## src/hw/rtl/assert_macros.svh

```systemverilog
// ---------------------------------------------------------------------------
// Assertion macros shared by the RTL of the ordered id list engine.
// Both macros expect a clock named i_clk and an active-low reset i_rst_n.
// ---------------------------------------------------------------------------
`ifndef ASSERT_MACROS_SVH
`define ASSERT_MACROS_SVH

// A condition that must hold at every clock edge outside reset.
`define OILE_ASSERT(name, cond, msg) \
    name: assert property (@(posedge i_clk) disable iff (!i_rst_n) (cond)) \
        else $error(msg);

// A condition that must hold in the cycle after a trigger.
`define OILE_ASSERT_NEXT(name, trig, cond, msg) \
    name: assert property (@(posedge i_clk) disable iff (!i_rst_n) \
        (trig) |=> (cond)) else $error(msg);

`endif

```

## src/hw/rtl/oile_pkg.sv

```systemverilog
`timescale 1ns / 1ps
// ---------------------------------------------------------------------------
// oile_pkg
// Field widths, operation codes and the cell command type of the ordered
// id list engine.
// ---------------------------------------------------------------------------
package oile_pkg;

    // Fixed widths of the request and response fields.
    localparam int OP_W    = 4;
    localparam int POS_W   = 4;
    localparam int ID_IN_W = 32;
    localparam int CNT_O_W = 5;

    // Operation codes carried in the opcode field.
    localparam logic [OP_W-1:0] OP_INSERT        = 4'd0;
    localparam logic [OP_W-1:0] OP_APPEND        = 4'd1;
    localparam logic [OP_W-1:0] OP_APPEND_ABSENT = 4'd2;
    localparam logic [OP_W-1:0] OP_INSERT_ABSENT = 4'd3;
    localparam logic [OP_W-1:0] OP_REMOVE_TAIL   = 4'd4;
    localparam logic [OP_W-1:0] OP_DELETE        = 4'd5;
    localparam logic [OP_W-1:0] OP_INSERT_ONLY   = 4'd6;
    localparam logic [OP_W-1:0] OP_QUERY_TAIL    = 4'd7;
    localparam logic [OP_W-1:0] OP_CLEAR         = 4'd8;

    // What every cell of the chain does in a cycle.
    typedef enum logic [2:0] {
        ACT_HOLD,
        ACT_SCAN,
        ACT_SWAP,
        ACT_INSERT,
        ACT_DELETE
    } t_cell_act;

    // Command broadcast from the sequencer to the cells.
    typedef struct packed {
        t_cell_act act;
        logic      phase;
    } t_cell_cmd;

endpackage

```

## src/hw/rtl/oile_req_if.sv

```systemverilog
`timescale 1ns / 1ps
// ---------------------------------------------------------------------------
// oile_req_if
// Request channel of the list engine: one list operation per request.
// ---------------------------------------------------------------------------
interface oile_req_if;
    logic                         valid;
    logic                         ready;
    logic [oile_pkg::OP_W-1:0]    opcode;
    logic [oile_pkg::POS_W-1:0]   position;
    logic [oile_pkg::ID_IN_W-1:0] id_value;

    modport source (output valid, opcode, position, id_value, input ready);
    modport sink   (input valid, opcode, position, id_value, output ready);
endinterface

```

## src/hw/rtl/oile_rsp_if.sv

```systemverilog
`timescale 1ns / 1ps
// ---------------------------------------------------------------------------
// oile_rsp_if
// Response channel of the list engine: one status response per operation.
// ---------------------------------------------------------------------------
interface oile_rsp_if;
    logic                         valid;
    logic                         ready;
    logic                         found;
    logic                         changed;
    logic                         full_error;
    logic [oile_pkg::CNT_O_W-1:0] entry_count;

    modport source (output valid, found, changed, full_error, entry_count, input ready);
    modport sink   (input valid, found, changed, full_error, entry_count, output ready);
endinterface

```

## src/hw/rtl/oile_cell.sv

```systemverilog
`timescale 1ns / 1ps
// ---------------------------------------------------------------------------
// oile_cell
// One list slot: holds an id and a live flag, compares against the
// operation id and trades contents with its neighbors.
// ---------------------------------------------------------------------------
module oile_cell #(
    parameter int ID_BITS = 32,
    parameter int PW      = 5,
    parameter int IDX     = 0
) (
    input  logic                 i_clk,
    input  oile_pkg::t_cell_cmd  i_cmd,
    input  logic [PW-1:0]        i_pos,
    input  logic [PW-1:0]        i_num,
    input  logic [ID_BITS-1:0]   i_id,
    input  logic [ID_BITS-1:0]   i_prev_entry,
    input  logic                 i_prev_live,
    input  logic [ID_BITS-1:0]   i_next_entry,
    input  logic                 i_next_live,
    output logic [ID_BITS-1:0]   o_entry,
    output logic                 o_live,
    output logic                 o_hit_tail,
    output logic                 o_hit_at
);
    import oile_pkg::*;

    localparam logic [PW-1:0] MY    = PW'(IDX);
    localparam logic [PW-1:0] MY_P1 = PW'(IDX + 1);
    localparam logic          PAR   = ((IDX % 2) == 1);

    logic [ID_BITS-1:0] r_entry;
    logic               r_live;
    logic [ID_BITS-1:0] n_entry;
    logic               n_live;
    logic               w_match;
    logic               w_in_list;

    // Local compare against the operation id and the list bounds.
    assign w_match    = (r_entry == i_id);
    assign w_in_list  = (MY < i_num);
    assign o_hit_tail = w_match && w_in_list && (MY >= i_pos);
    assign o_hit_at   = w_match && w_in_list && (MY == i_pos);
    assign o_entry    = r_entry;
    assign o_live     = r_live;

    // Next contents of the slot.
    always_comb begin
        n_entry = r_entry;
        n_live  = r_live;
        unique case (i_cmd.act)
            ACT_SCAN: begin
                // An entry stays live unless it lies past the count or is a copy of the id in the tail.
                n_live = w_in_list && !(w_match && (MY >= i_pos));
            end
            ACT_SWAP: begin
                // Odd-even exchange: a dead slot trades places with a live one above.
                if (PAR == i_cmd.phase) begin
                    if (!r_live && i_next_live) begin
                        n_entry = i_next_entry;
                        n_live  = 1'b1;
                    end
                end else if (!i_prev_live && r_live) begin
                    n_entry = i_prev_entry;
                    n_live  = 1'b0;
                end
            end
            ACT_INSERT: begin
                if (i_pos < i_num) begin
                    if (MY == i_pos) begin
                        n_entry = i_id;
                    end else if ((MY > i_pos) && (MY <= i_num)) begin
                        n_entry = i_prev_entry;
                    end
                end else begin
                    // Insertion past the end zero-fills the gap.
                    if (MY == i_pos) begin
                        n_entry = i_id;
                    end else if ((MY >= i_num) && (MY < i_pos)) begin
                        n_entry = '0;
                    end
                end
            end
            ACT_DELETE: begin
                if ((MY >= i_pos) && (MY_P1 < i_num)) begin
                    n_entry = i_next_entry;
                end
            end
            default: begin
                n_entry = r_entry;
            end
        endcase
    end

    // Slot storage; contents need no reset.
    always_ff @(posedge i_clk) begin
        r_entry <= n_entry;
        r_live  <= n_live;
    end

endmodule

```

## src/hw/rtl/ordered_id_list_engine.sv

```systemverilog
`timescale 1ns / 1ps
// ---------------------------------------------------------------------------
// ordered_id_list_engine
// Ordered list of up to DEPTH ids held in a chain of cells, with positional
// insert, delete, tail removal, tail query and clear.
// ---------------------------------------------------------------------------
//  Port   | Dir | Modport | Carries
//  -------+-----+---------+--------------------------------------------
//  i_req  | in  | sink    | opcode, position, id_value
//  o_rsp  | out | source  | found, changed, full_error, entry_count
//
//  An accepted request passes the scan, decide and done states before the next
//  is taken when it only reads or clears, and a shift state ahead of done when
//  it inserts or deletes. Removing tail copies adds DEPTH odd-even exchange
//  rounds and a recount state; insert_only then goes on to the shift state.
//  One request is in work at a time; a new one is taken while the previous
//  response waits, and a finished one waits for the response register.
//  Reset is synchronous and empties the list; no clearing pass is needed.
// ---------------------------------------------------------------------------
`include "assert_macros.svh"

module ordered_id_list_engine #(
    parameter int DEPTH   = 16,
    parameter int ID_BITS = 32
) (
    input  logic       i_clk,
    input  logic       i_rst_n,
    oile_req_if.sink   i_req,
    oile_rsp_if.source o_rsp
);
    import oile_pkg::*;

    localparam int CNT_W = $clog2(DEPTH + 1);
    localparam int PW    = (CNT_W > POS_W) ? CNT_W : POS_W;
    localparam int RW    = $clog2(DEPTH);
    localparam logic [PW-1:0]    DEPTH_P    = PW'(DEPTH);
    localparam logic [CNT_W-1:0] DEPTH_C    = CNT_W'(DEPTH);
    localparam logic [RW-1:0]    ROUND_LAST = RW'(DEPTH - 1);

    // Sequencer states.
    localparam logic [2:0] S_IDLE    = 3'd0;
    localparam logic [2:0] S_SCAN    = 3'd1;
    localparam logic [2:0] S_DECIDE  = 3'd2;
    localparam logic [2:0] S_COMPACT = 3'd3;
    localparam logic [2:0] S_RECOUNT = 3'd4;
    localparam logic [2:0] S_INSERT  = 3'd5;
    localparam logic [2:0] S_DELETE  = 3'd6;
    localparam logic [2:0] S_DONE    = 3'd7;

    logic [2:0]         r_state;
    logic [OP_W-1:0]    r_op;
    logic [PW-1:0]      r_pos;
    logic [ID_BITS-1:0] r_id;
    logic [CNT_W-1:0]   r_count;
    logic [RW-1:0]      r_round;
    logic               r_found;
    logic               r_at_pos;
    logic               r_changed;
    logic               r_full;
    logic               r_then_insert;

    logic               r_out_valid;
    logic               r_out_found;
    logic               r_out_changed;
    logic               r_out_full;
    logic [CNT_W-1:0]   r_out_count;

    t_cell_cmd          w_cmd;
    logic [PW-1:0]      w_num;
    logic [ID_BITS-1:0] w_entry [DEPTH];
    logic [DEPTH-1:0]   w_live;
    logic [DEPTH-1:0]   w_live_up;
    logic [DEPTH-1:0]   w_edge;
    logic [DEPTH-1:0]   w_hit_tail;
    logic [DEPTH-1:0]   w_hit_at;
    logic [CNT_W-1:0]   w_new_count;
    logic               w_ins_full;
    logic               w_out_free;
    logic               w_req_fire;

    assign w_num      = PW'(r_count);
    assign w_req_fire = i_req.valid && i_req.ready;
    assign w_out_free = !r_out_valid || o_rsp.ready;

    // Command broadcast to every cell.
    always_comb begin
        w_cmd.phase = r_round[0];
        unique case (r_state)
            S_SCAN:    w_cmd.act = ACT_SCAN;
            S_COMPACT: w_cmd.act = ACT_SWAP;
            S_INSERT:  w_cmd.act = ACT_INSERT;
            S_DELETE:  w_cmd.act = ACT_DELETE;
            default:   w_cmd.act = ACT_HOLD;
        endcase
    end

    // The chain of list cells.
    for (genvar g = 0; g < DEPTH; g++) begin : g_cell
        logic [ID_BITS-1:0] w_prev_entry;
        logic               w_prev_live;
        logic [ID_BITS-1:0] w_next_entry;
        logic               w_next_live;

        if (g == 0) begin : g_first
            assign w_prev_entry = '0;
            assign w_prev_live  = 1'b1;
        end else begin : g_mid_lo
            assign w_prev_entry = w_entry[g-1];
            assign w_prev_live  = w_live[g-1];
        end

        if (g == DEPTH - 1) begin : g_last
            assign w_next_entry = '0;
            assign w_next_live  = 1'b0;
        end else begin : g_mid_hi
            assign w_next_entry = w_entry[g+1];
            assign w_next_live  = w_live[g+1];
        end

        oile_cell #(
            .ID_BITS (ID_BITS),
            .PW      (PW),
            .IDX     (g)
        ) u_cell (
            .i_clk        (i_clk),
            .i_cmd        (w_cmd),
            .i_pos        (r_pos),
            .i_num        (w_num),
            .i_id         (r_id),
            .i_prev_entry (w_prev_entry),
            .i_prev_live  (w_prev_live),
            .i_next_entry (w_next_entry),
            .i_next_live  (w_next_live),
            .o_entry      (w_entry[g]),
            .o_live       (w_live[g]),
            .o_hit_tail   (w_hit_tail[g]),
            .o_hit_at     (w_hit_at[g])
        );
    end

    // After compaction the live flags form a prefix; its edge is the count.
    assign w_live_up = {1'b0, w_live[DEPTH-1:1]};
    assign w_edge    = w_live & ~w_live_up;

    always_comb begin
        w_new_count = '0;
        for (int i = 0; i < DEPTH; i++) begin
            if (w_edge[i]) begin
                w_new_count = w_new_count | CNT_W'(i + 1);
            end
        end
    end

    // Capacity check for an insertion at r_pos into the current list.
    assign w_ins_full = (r_pos < w_num) ? (w_num == DEPTH_P) : (r_pos >= DEPTH_P);

    // Operation sequencer.
    always_ff @(posedge i_clk) begin
        if (!i_rst_n) begin
            r_state       <= S_IDLE;
            r_count       <= '0;
            r_round       <= '0;
            r_then_insert <= 1'b0;
        end else begin
            unique case (r_state)
                S_IDLE: begin
                    if (w_req_fire) begin
                        r_op      <= i_req.opcode;
                        r_id      <= ID_BITS'(i_req.id_value);
                        r_changed <= 1'b0;
                        r_full    <= 1'b0;
                        if ((i_req.opcode == OP_APPEND) ||
                            (i_req.opcode == OP_APPEND_ABSENT)) begin
                            r_pos <= '0;
                        end else begin
                            r_pos <= PW'(i_req.position);
                        end
                        r_state <= S_SCAN;
                    end
                end
                S_SCAN: begin
                    r_found  <= |w_hit_tail;
                    r_at_pos <= |w_hit_at;
                    r_state  <= S_DECIDE;
                end
                S_DECIDE: begin
                    r_state       <= S_DONE;
                    r_then_insert <= 1'b0;
                    r_round       <= '0;
                    unique case (r_op)
                        OP_APPEND, OP_APPEND_ABSENT: begin
                            if (!(r_op == OP_APPEND_ABSENT && r_found)) begin
                                if (w_num == DEPTH_P) begin
                                    r_full <= 1'b1;
                                end else begin
                                    r_pos     <= w_num;
                                    r_changed <= 1'b1;
                                    r_state   <= S_INSERT;
                                end
                            end
                        end
                        OP_INSERT, OP_INSERT_ABSENT: begin
                            if (!(r_op == OP_INSERT_ABSENT && r_found)) begin
                                if (w_ins_full) begin
                                    r_full <= 1'b1;
                                end else begin
                                    r_changed <= 1'b1;
                                    r_state   <= S_INSERT;
                                end
                            end
                        end
                        OP_REMOVE_TAIL: begin
                            if ((r_pos < w_num) && r_found) begin
                                r_changed <= 1'b1;
                                r_state   <= S_COMPACT;
                            end
                        end
                        OP_DELETE: begin
                            if (r_pos < w_num) begin
                                r_changed <= 1'b1;
                                r_state   <= S_DELETE;
                            end
                        end
                        OP_INSERT_ONLY: begin
                            // Already in place: nothing to do.
                            if (!r_at_pos) begin
                                // Copies that would be removed free room first.
                                if ((r_pos < w_num) ? (w_num == DEPTH_P && !r_found)
                                                    : (r_pos >= DEPTH_P)) begin
                                    r_full <= 1'b1;
                                end else begin
                                    r_changed <= 1'b1;
                                    if ((r_pos < w_num) && r_found) begin
                                        r_then_insert <= 1'b1;
                                        r_state       <= S_COMPACT;
                                    end else begin
                                        r_state <= S_INSERT;
                                    end
                                end
                            end
                        end
                        OP_CLEAR: begin
                            r_changed <= (r_count != '0);
                            r_count   <= '0;
                        end
                        default: begin
                            r_state <= S_DONE;
                        end
                    endcase
                end
                S_COMPACT: begin
                    r_round <= r_round + RW'(1);
                    if (r_round == ROUND_LAST) begin
                        r_state <= S_RECOUNT;
                    end
                end
                S_RECOUNT: begin
                    r_count <= w_new_count;
                    r_state <= r_then_insert ? S_INSERT : S_DONE;
                end
                S_INSERT: begin
                    if (r_pos < w_num) begin
                        r_count <= CNT_W'(w_num + PW'(1));
                    end else begin
                        r_count <= CNT_W'(r_pos + PW'(1));
                    end
                    r_state <= S_DONE;
                end
                S_DELETE: begin
                    r_count <= r_count - CNT_W'(1);
                    r_state <= S_DONE;
                end
                S_DONE: begin
                    if (w_out_free) begin
                        r_state <= S_IDLE;
                    end
                end
                default: begin
                    r_state <= S_IDLE;
                end
            endcase
        end
    end

    // Response register: parts the engine from a stalled consumer.
    always_ff @(posedge i_clk) begin
        if (!i_rst_n) begin
            r_out_valid <= 1'b0;
        end else begin
            if (r_state == S_DONE && w_out_free) begin
                r_out_valid <= 1'b1;
            end else if (o_rsp.ready) begin
                r_out_valid <= 1'b0;
            end
        end
    end

    always_ff @(posedge i_clk) begin
        if (r_state == S_DONE && w_out_free) begin
            r_out_found   <= r_found;
            r_out_changed <= r_changed;
            r_out_full    <= r_full;
            r_out_count   <= r_count;
        end
    end

    assign i_req.ready       = (r_state == S_IDLE);
    assign o_rsp.valid       = r_out_valid;
    assign o_rsp.found       = r_out_found;
    assign o_rsp.changed     = r_out_changed;
    assign o_rsp.full_error  = r_out_full;
    assign o_rsp.entry_count = CNT_O_W'(r_out_count);

    // Checks on the sequencer and the list bookkeeping.
    `OILE_ASSERT(a_count_in_range, r_count <= DEPTH_C, "entry count exceeds capacity")
    `OILE_ASSERT_NEXT(a_accept_to_scan, w_req_fire, r_state == S_SCAN,
        "accepted request did not start a scan")
    `OILE_ASSERT(a_refused_unchanged, !(r_out_valid && r_out_full && r_out_changed),
        "refused operation reported a change")
    `OILE_ASSERT_NEXT(a_recount_shrinks, r_state == S_RECOUNT, r_count < $past(r_count),
        "tail removal did not shrink the list")

endmodule

```

## src/flat_wrapper.sv

```systemverilog
// flat-port wrapper written by rule: the top's interface ports become plain ports
module ordered_id_list_engine_flat import oile_pkg::*;
#(
    parameter int DEPTH   = 16,
    parameter int ID_BITS = 32
)
  (i_clk, i_rst_n, i_req_valid, i_req_opcode, i_req_position, i_req_id_value, i_req_ready, o_rsp_valid, o_rsp_found, o_rsp_changed, o_rsp_full_error, o_rsp_entry_count, o_rsp_ready);
  oile_req_if i_req_i ();
  oile_rsp_if o_rsp_i ();
  input  logic i_clk;
  input  logic i_rst_n;
  input wire logic [$bits(i_req_i.valid)-1:0] i_req_valid;
  input wire logic [$bits(i_req_i.opcode)-1:0] i_req_opcode;
  input wire logic [$bits(i_req_i.position)-1:0] i_req_position;
  input wire logic [$bits(i_req_i.id_value)-1:0] i_req_id_value;
  output wire logic [$bits(i_req_i.ready)-1:0] i_req_ready;
  output wire logic [$bits(o_rsp_i.valid)-1:0] o_rsp_valid;
  output wire logic [$bits(o_rsp_i.found)-1:0] o_rsp_found;
  output wire logic [$bits(o_rsp_i.changed)-1:0] o_rsp_changed;
  output wire logic [$bits(o_rsp_i.full_error)-1:0] o_rsp_full_error;
  output wire logic [$bits(o_rsp_i.entry_count)-1:0] o_rsp_entry_count;
  input wire logic [$bits(o_rsp_i.ready)-1:0] o_rsp_ready;
  assign i_req_i.valid = i_req_valid;
  assign i_req_i.opcode = i_req_opcode;
  assign i_req_i.position = i_req_position;
  assign i_req_i.id_value = i_req_id_value;
  assign i_req_ready = i_req_i.ready;
  assign o_rsp_valid = o_rsp_i.valid;
  assign o_rsp_found = o_rsp_i.found;
  assign o_rsp_changed = o_rsp_i.changed;
  assign o_rsp_full_error = o_rsp_i.full_error;
  assign o_rsp_entry_count = o_rsp_i.entry_count;
  assign o_rsp_i.ready = o_rsp_ready;
  ordered_id_list_engine #(.DEPTH(DEPTH), .ID_BITS(ID_BITS)) u_core (.i_clk(i_clk), .i_rst_n(i_rst_n), .i_req(i_req_i), .o_rsp(o_rsp_i));
endmodule
```

## config.mk

```make
export PLATFORM = sky130hd
export DESIGN_NAME = ordered_id_list_engine_flat
export DESIGN_NICKNAME = d
export VERILOG_FILES = /design/src/hw/rtl/oile_pkg.sv /design/src/hw/rtl/oile_req_if.sv /design/src/hw/rtl/oile_rsp_if.sv /design/src/hw/rtl/oile_cell.sv /design/src/hw/rtl/ordered_id_list_engine.sv /design/src/flat_wrapper.sv
export VERILOG_INCLUDE_DIRS = /design/src /design/src/hw/rtl
export SDC_FILE = /design/constraint.sdc
export NUM_CORES = 1
export LEC_CHECK = 0
export BUFFER_PORTS_ARGS = -buffer_cell sky130_fd_sc_hd__buf_2
export CAP_MARGIN = 10
export CORE_MARGIN = 2
export CORE_UTILIZATION = 45
export CTS_BUF_LIST = sky130_fd_sc_hd__clkbuf_4
export DETAILED_ROUTE_END_ITERATION = 7
export GPL_ROUTABILITY_DRIVEN = 1
export MAX_ROUTING_LAYER = met4
export PLACE_DENSITY = 0.65
export REMOVE_ABC_BUFFERS = 1
export SYNTH_ARGS = -nofsm -noshare
export SYNTH_HDL_FRONTEND = slang
export SYNTH_SLANG_ARGS = --single-unit
export TNS_END_PERCENT = 30
```

## constraint.sdc

```tcl
create_clock -name i_clk -period 7.66 [get_ports i_clk]
set_input_delay 0.383 -clock i_clk [delete_from_list [all_inputs] [get_ports i_clk]]
set_output_delay 0.383 -clock i_clk [all_outputs]
set_load 0.02 [all_outputs]
```

# After elaboration in Yosys (flattened, before gate mapping)

Index checks and enable logic that the tools add are counted.

Logic and storage cells: 819
Input bits: 44
Bits in registers: 595
Output and inout port bits: 10

Reductions and logical operators: 238
Bitwise logic cells: 2
$lt $le $gt $ge: 99
Add/subtract/negate cells: 4
Equal/unequal tests: 139
Muxes and demuxes: 289

Operator list:

| kind                                                           | number |
|---|---|
| 2-to-1 mux 32 bit                                              | 142 |
| one-hot mux 32 bit (3 select lines)                            | 16 |
| equality test 32 bit                                           | 16 |
| logical AND 1 bit                                              | 149 |
| AND reduction 6 bit                                            | 17 |
| >= comparator 4 x 5 -> 1 bit (first input constant)            | 16 |
| less-than comparator 4 x 5 -> 1 bit (first input constant)     | 16 |
| 2-to-1 mux 1 bit                                               | 71 |
| != test 4 x 3 -> 1 bit (second input constant)                 | 17 |
| != test 4 bit (second input constant)                          | 16 |
| AND reduction 3 bit                                            | 18 |
| != test 2 bit (second input constant)                          | 24 |
| equality test 4 x 5 -> 1 bit (first input constant)            | 8 |
| >= comparator 3 x 5 -> 1 bit (first input constant)            | 8 |
| > comparator 4 x 5 -> 1 bit (first input constant)             | 8 |
| less-or-equal comparator 4 x 5 -> 1 bit (first input constant) | 8 |
| less-than comparator 3 x 5 -> 1 bit (first input constant)     | 8 |
| 2-to-1 mux 3 bit                                               | 13 |
| != test 3 x 2 -> 1 bit (second input constant)                 | 13 |
| != test 3 bit (second input constant)                          | 13 |
| 2-to-1 mux 4 bit                                               | 9 |
| one-hot mux 1 bit (2 select lines)                             | 18 |
| 2-to-1 mux 5 bit                                               | 7 |
| logical NOT 1 bit                                              | 33 |
| other kinds (53)                                               | 107 |

# Depth between registers and ports, before layout

Depth in word-level cells: 19
Mapped depth: 16
Mapped depth without buffers: 13

# Cells and area by module

From an unflattened synthesis, not the netlist that was laid out.

Cells, all modules: 4126
Area total of the unflattened synthesis: 41418.5 µm²

By module, submodules not included:

| module                                | sequential area each (µm²) | cells each | instances | area each (µm²) |
|---|---|---|---|---|
| ordered_id_list_engine                | 1871.8                     | 306        | 1         | 3331.9 |
| oile_cell at u_core.g_cell[15].u_cell | 991.0                      | 276        | 1         | 2607.5 |
| oile_cell at u_core.g_cell[12].u_cell | 991.0                      | 272        | 1         | 2593.7 |
| oile_cell at u_core.g_cell[14].u_cell | 991.0                      | 267        | 1         | 2583.7 |
| oile_cell at u_core.g_cell[1].u_cell  | 991.0                      | 245        | 1         | 2412.3 |
| oile_cell at u_core.g_cell[4].u_cell  | 991.0                      | 236        | 1         | 2399.8 |
| oile_cell at u_core.g_cell[9].u_cell  | 991.0                      | 235        | 1         | 2379.8 |
| oile_cell at u_core.g_cell[5].u_cell  | 991.0                      | 237        | 1         | 2349.8 |
| oile_cell at u_core.g_cell[0].u_cell  | 991.0                      | 225        | 1         | 2347.3 |
| oile_cell at u_core.g_cell[7].u_cell  | 991.0                      | 209        | 1         | 2342.2 |
| oile_cell at u_core.g_cell[10].u_cell | 991.0                      | 234        | 1         | 2318.5 |
| oile_cell at u_core.g_cell[3].u_cell  | 991.0                      | 219        | 1         | 2313.5 |
| oile_cell at u_core.g_cell[13].u_cell | 991.0                      | 234        | 1         | 2312.2 |
| oile_cell at u_core.g_cell[6].u_cell  | 991.0                      | 230        | 1         | 2311.0 |
| 3 more rows                           | -                          | -          | -         | - |

# Worst setup path before layout

Ideal clock, no wire load.

Path type: register -> register
Start point: register u_core.r_count[4]
End point: register u_core.g_cell[15].u_cell.r_entry[0], enable pin
Setup time: 0.522 ns
Data arrival time: 5.505 ns
Stages on the path, launching flop included: 10
Clock period less this slack: 6.027 ns
Data required time: 7.138 ns
Path buffers: 2
Path slack: 1.633 ns
Cells stage by stage: dfxtp_1 > clkbuf_1 > inv_1 > clkbuf_1 > ha_1 > a21oi_1 > o21ai_2 > o311ai_1 > a31oi_1 > a2111oi_1

Longest elaborated chain between the ends: 4
Elaborated cells on any way between the ends: 11
Those cells by class: order compare: 4; eq/ne: 3; reduce/logical: 4

Ends and longest elaborated chain:

| item                                                            | RTL line                                          | text |
|---|---|---|
| from (decl)                                                     | ordered_id_list_engine.sv:54                      | `logic [CNT_W-1:0] r_count;` |
| from (signal assigned)                                          | ordered_id_list_engine.sv:258                     | `r_count <= w_new_count;` |
| from (signal assigned)                                          | ordered_id_list_engine.sv:263                     | `r_count <= CNT_W'(w_num + PW'(1));` |
| from (signal assigned)                                          | ordered_id_list_engine.sv:265                     | `r_count <= CNT_W'(r_pos + PW'(1));` |
| >= comparator 4 x 5 -> 1 bit (tied with other cells)            | oile_cell.sv:79                                   | `end else if ((MY >= i_num) && (MY < i_pos)) begin` |
| logical AND 1 bit, on equally long branches                     | oile_cell.sv:79, oile_cell.sv:72, oile_cell.sv:85 |  |
| != test 4 x 3 -> 1 bit (no source line) (tied with other cells) | -                                                 |  |
| AND reduction 6 bit (no source line) (*)                        | -                                                 |  |
| to (signal assigned)                                            | oile_cell.sv:97                                   | `r_entry <= n_entry;` |
| to (decl)                                                       | oile_cell.sv:32                                   | `logic [ID_BITS-1:0] r_entry;` |

Mark *: on every way between the ends. The rest lies on a longest branch, timed or not.
A chain may end at the register's enable or synchronous reset.

# Final worst setup path

Start point: register u_core.r_state[0]
End point: register u_core.g_cell[12].u_cell.r_entry[20], data pin

Longest elaborated chain between the ends: 4
Elaborated cells on any way between the ends: 9
Those cells by class: eq/ne: 7; mux: 2

Ends and longest elaborated chain:

| item                                                                | RTL line                      | text |
|---|---|---|
| from (decl)                                                         | ordered_id_list_engine.sv:50  | `logic [2:0] r_state;` |
| from (signal assigned)                                              | ordered_id_list_engine.sv:259 | `r_state <= r_then_insert ? S_INSERT : S_DONE;` |
| equality test 3 bit (tied with other cells)                         | ordered_id_list_engine.sv:88  | `unique case (r_state)` |
| one-hot mux 3 bit (4 select lines) (*)                              | ordered_id_list_engine.sv:88  |  |
| equality test 3 bit or equality test 3 x 2 -> 1 bit (tied branches) | oile_cell.sv:51               | `unique case (i_cmd.act)` |
| one-hot mux 32 bit (3 select lines) (*)                             | oile_cell.sv:51               |  |
| net u_core.g_cell[12].u_cell.n_entry[20]                            | oile_cell.sv:34               | `logic [ID_BITS-1:0] n_entry;` |
| to (signal assigned)                                                | oile_cell.sv:97               |  |
| to (decl)                                                           | oile_cell.sv:32               |  |

The timed path passes the listed nets; every way through them passes the cells marked *.

==> reports/qor.yml <==
die:
  die_height_um: 282
  fp.dieArea_mm2: 0.0794
  rows: 101
  coreArea_mm2: 0.0762
  num_io_pins: 54
  die_x_um: 282
  start_util_pct: 45.6
grt:
  grtUsageTotal_pct: 33.4
  antenna_found_initial: 3
  grt_pass1_wl_um: 192000
  met1_usage_pct: 42.6
  grt_use_met3_pct: 8.10
  grt_busiest_layer: "met2"
  grt_pass1_vias: 28400
  overflow: 0
  grt_max_degree: 147
  grtUsageMet2_pct: 52.0
logic_synthesis:
  async_flop_share_pct: 0
  ys_seq_elements: 595
  synth_cells: 3162
  yosysWarnings: 0
  ys_seq_area_share_pct: 51.0
  netlist_area_mm2: 0.0347
  yosys.cell_types.count: 80
  synth_ff_type: "edfxtp_1"
  synth_edf_count: 581
  postSynthAreaPerCell_um2: 11.0
sta:
  fin_skew_ns: 0.0687
  fin_crit_ns: 4.42
  rsz0062_at_grt: "false"
  hold_viol: 0
  max_freq_mhz: 226
  tightest_slew_ns: 1.25
  fin_crit_sh_pct: 57.6
  slew_headroom_pct: 16.7
  finalSetupViolCount: 0
  finalMaxSlewViolations: 0
  layout_setup_ws_ns: 3.24
  final.setup.tns_ns: 0
clock_tree:
  clk_latency_ns: 1.06
  tritoncts: "yes"
  cts_buffers: 165
  cts_root_buf: "clkbuf_4"
  cts_resized: 0
  clock_path_buffers: 3
  cts_max_level: 4
  cts-hold-fix-buffers: 76
  post_cts_buffers: 0
  path_clk_slew_ns: 0.07
  cts_sinks: 595
setup_path:
  path_max_fanout: 129
  cp-start-kind: "flip-flop"
  worst-setup-path-type: "flip-flop to flip-flop"
  timing.rr.start: "u_core.r_state[0]"
  endpoint_kind: "flip-flop"
  slowest_delay_ns: 0.99
  slowest_stage: "buf_4"
  critPathArrivalTime_ns: 5.29
  r2r_end: "u_core.g_cell[12].u_cell.o_entry[20]"
  path_cells: "and2b_1 > o21ai_2 > nand2b_1 > nand2_8 > buf_4 > a221o_1"
  r2r_slack_ns: 3.24
  cp.required_ns: 8.54
  r2r_cells: 6
min_path:
  min_path_cells: 2
  hold_path_class: "input port to flip-flop"
  whs_endpoint: "u_core.r_id[3]"
  hp-start: "i_req_id_value[3]"
place:
  place_worst_setup_slack_ns: 3.42
  gp_congestion: 1.00
  io_buffers: 53
  dp_hpwl_um: 90300
final_layout:
  n_fill_cell: 6743
  drive_above_1_share_pct: 12.7
  nNetsFinal: 3293
  syn2layout_area_growth_pct: 11.1
detailed_routing:
  wire_per_inst_um: 29.9
  drc_errors: 0
  routed_wl_um: 131000
  first_pass_iters: 8
  ant_nets: 0
  vias: 29700
  drtIter0Drc: 4982
  via_per_inst: 6.76
power:
  power_density_mw_per_mm2: 425
  ir_drop_mv: 0.217
  p_leak_nw: 12.2
outcome:
  outcome: "completed"
job:
  cap_viol_max_count: 0
-- sequential cells by signal, summed over array words and instances, names as in the netlist --
register / flops
u_core.o_rsp.found: 1
u_core.r_state: 3
u_core.g_cell.u_cell.o_entry: 512
u_core.o_rsp.changed: 1
u_core.r_found: 1
u_core.r_then_insert: 1
u_core.o_rsp.entry_count: 5
u_core.r_full: 1
u_core.r_count: 5
u_core.o_rsp.full_error: 1
u_core.r_round: 4
u_core.r_at_pos: 1
u_core.o_rsp.valid: 1
u_core.r_op: 4
u_core.r_id: 32
u_core.r_pos: 5
u_core.r_changed: 1
u_core.g_cell.u_cell.o_live: 16
-- layout make-up --
class,instances,area (um2),area share [%]
Antenna cell,3,7.51,0.0195
Clock buffer,229,1720,4.45
Clock inverter,51,314,0.814
Inverter,25,93.8,0.243
Multi-Input combinational cell,2245,15800,40.9
Sequential cell,595,17700,45.9
Tap cell,1030,1290,3.34
Timing Repair Buffer,206,1640,4.26
-- per-stage QoR --
stage | util (%) | instance area, um2 | hold slack [ns] | total power [mW] | instances
2_1_floorplan | - | 33400 | 0.400 | 10.7 | 2865
5_1_grt | 50.6 | 38600 | 0.0259 | 17.0 | 4384
3_5_place_dp | 46.9 | 35700 | 0.414 | 13.1 | 4023
4_1_cts | 50.6 | 38500 | 0.000657 | 16.1 | 4379
3_3_place_gp | 46.9 | 35700 | 0.407 | 12.9 | 4023
6_report | 50.6 | 38600 | 0.0673 | 16.4 | 4384
-- worst max-delay path, delay by kind of cell, from the launching register on --
kind | cells | cell delay, ns
AND/OR/NAND/NOR | 3 | 1.75
buffers and inverters | 1 | 0.99
flip-flops | 1 | 0.75
AO/OA/AOI/OAI | 2 | 0.59
-- power breakdown --
group,internal (mW),switching (mW)
clock network,1.48,1.48
logic,2.49,4.03
registers,5.54,1.40
-- cells in the final DEF, fill, tap and decap left out, drive strengths merged, types with 4 or more instances in the layout --
master       count
a221o          448
o21ai           88
xnor2          367
o221ai           5
nand2b          16
a2111oi          9
mux2i            6
a32oi            4
dlygate4sd3     76
o211ai           6
xor2           154
nor4            68
a31oi           23
o2bb2ai         33
nor2b           10
a21boi           6
nor3            26
a22oi            5
inv             29
nand2          157
nor2           542
clkbuf         229
dfxtp           14
nand3           27
edfxtp         581
ha              11
nand4          100
and2             9
o31ai           17
buf            130
a211oi           5
a21oi           40
o22ai            5
clkinv          42
a21o             4
and3            10
-- cell families after synthesis --
| group | count (synthesis) | share of synthesized area, % |
|---|---|---|
| multiplexers | 7 | 0.205 |
| AO/OA/AOI/OAI | 728 | 18.6 |
| AND/OR/NAND/NOR | 978 | 12.5 |
| XOR/XNOR | 521 | 13.1 |
| buffers and inverters | 322 | 4.12 |
| adder cells (fa/ha/maj) | 11 | 0.396 |
| flip-flops | 595 | 51.0 |
-- synthesized netlist by cell type, types with 39 or more instances --
master    instances  area share (%)
edfxtp_1        581              50
nor2_1          540             5.8
o21ai_0          72             1.0
clkbuf_1        141             1.5
nand4_1         100             1.8
a221o_1         448              13
nor4_1           66             1.2
a21oi_1          39            0.56
xnor2_1         367             9.3
nand2_1         153             1.7
buf_2           137             2.0
xor2_1          154             3.9
-- layer usage --
metal  routed length, um  share of wire (%)
met3               14900                 11
met4                4170                3.2
met1               50600                 39
met5                   0                  0
met2               61400                 47
-- how the worst max path moves through the flow --
stage                                           endpoint  slack, ns               from
global placement      u_core.g_cell[4].u_cell.o_entry[1]       3.54  u_core.r_count[4]
CTS                 u_core.g_cell[12].u_cell.o_entry[20]       3.36  u_core.r_state[0]
finish              u_core.g_cell[12].u_cell.o_entry[20]       3.24  u_core.r_state[0]
floorplan            u_core.g_cell[14].u_cell.o_entry[0]       1.20  u_core.r_count[4]
global route          u_core.g_cell[4].u_cell.o_entry[0]       3.11  u_core.r_count[4]
detailed placement  u_core.g_cell[14].u_cell.o_entry[17]       3.42  u_core.r_state[0]
(Power assumes the default switching activity.)
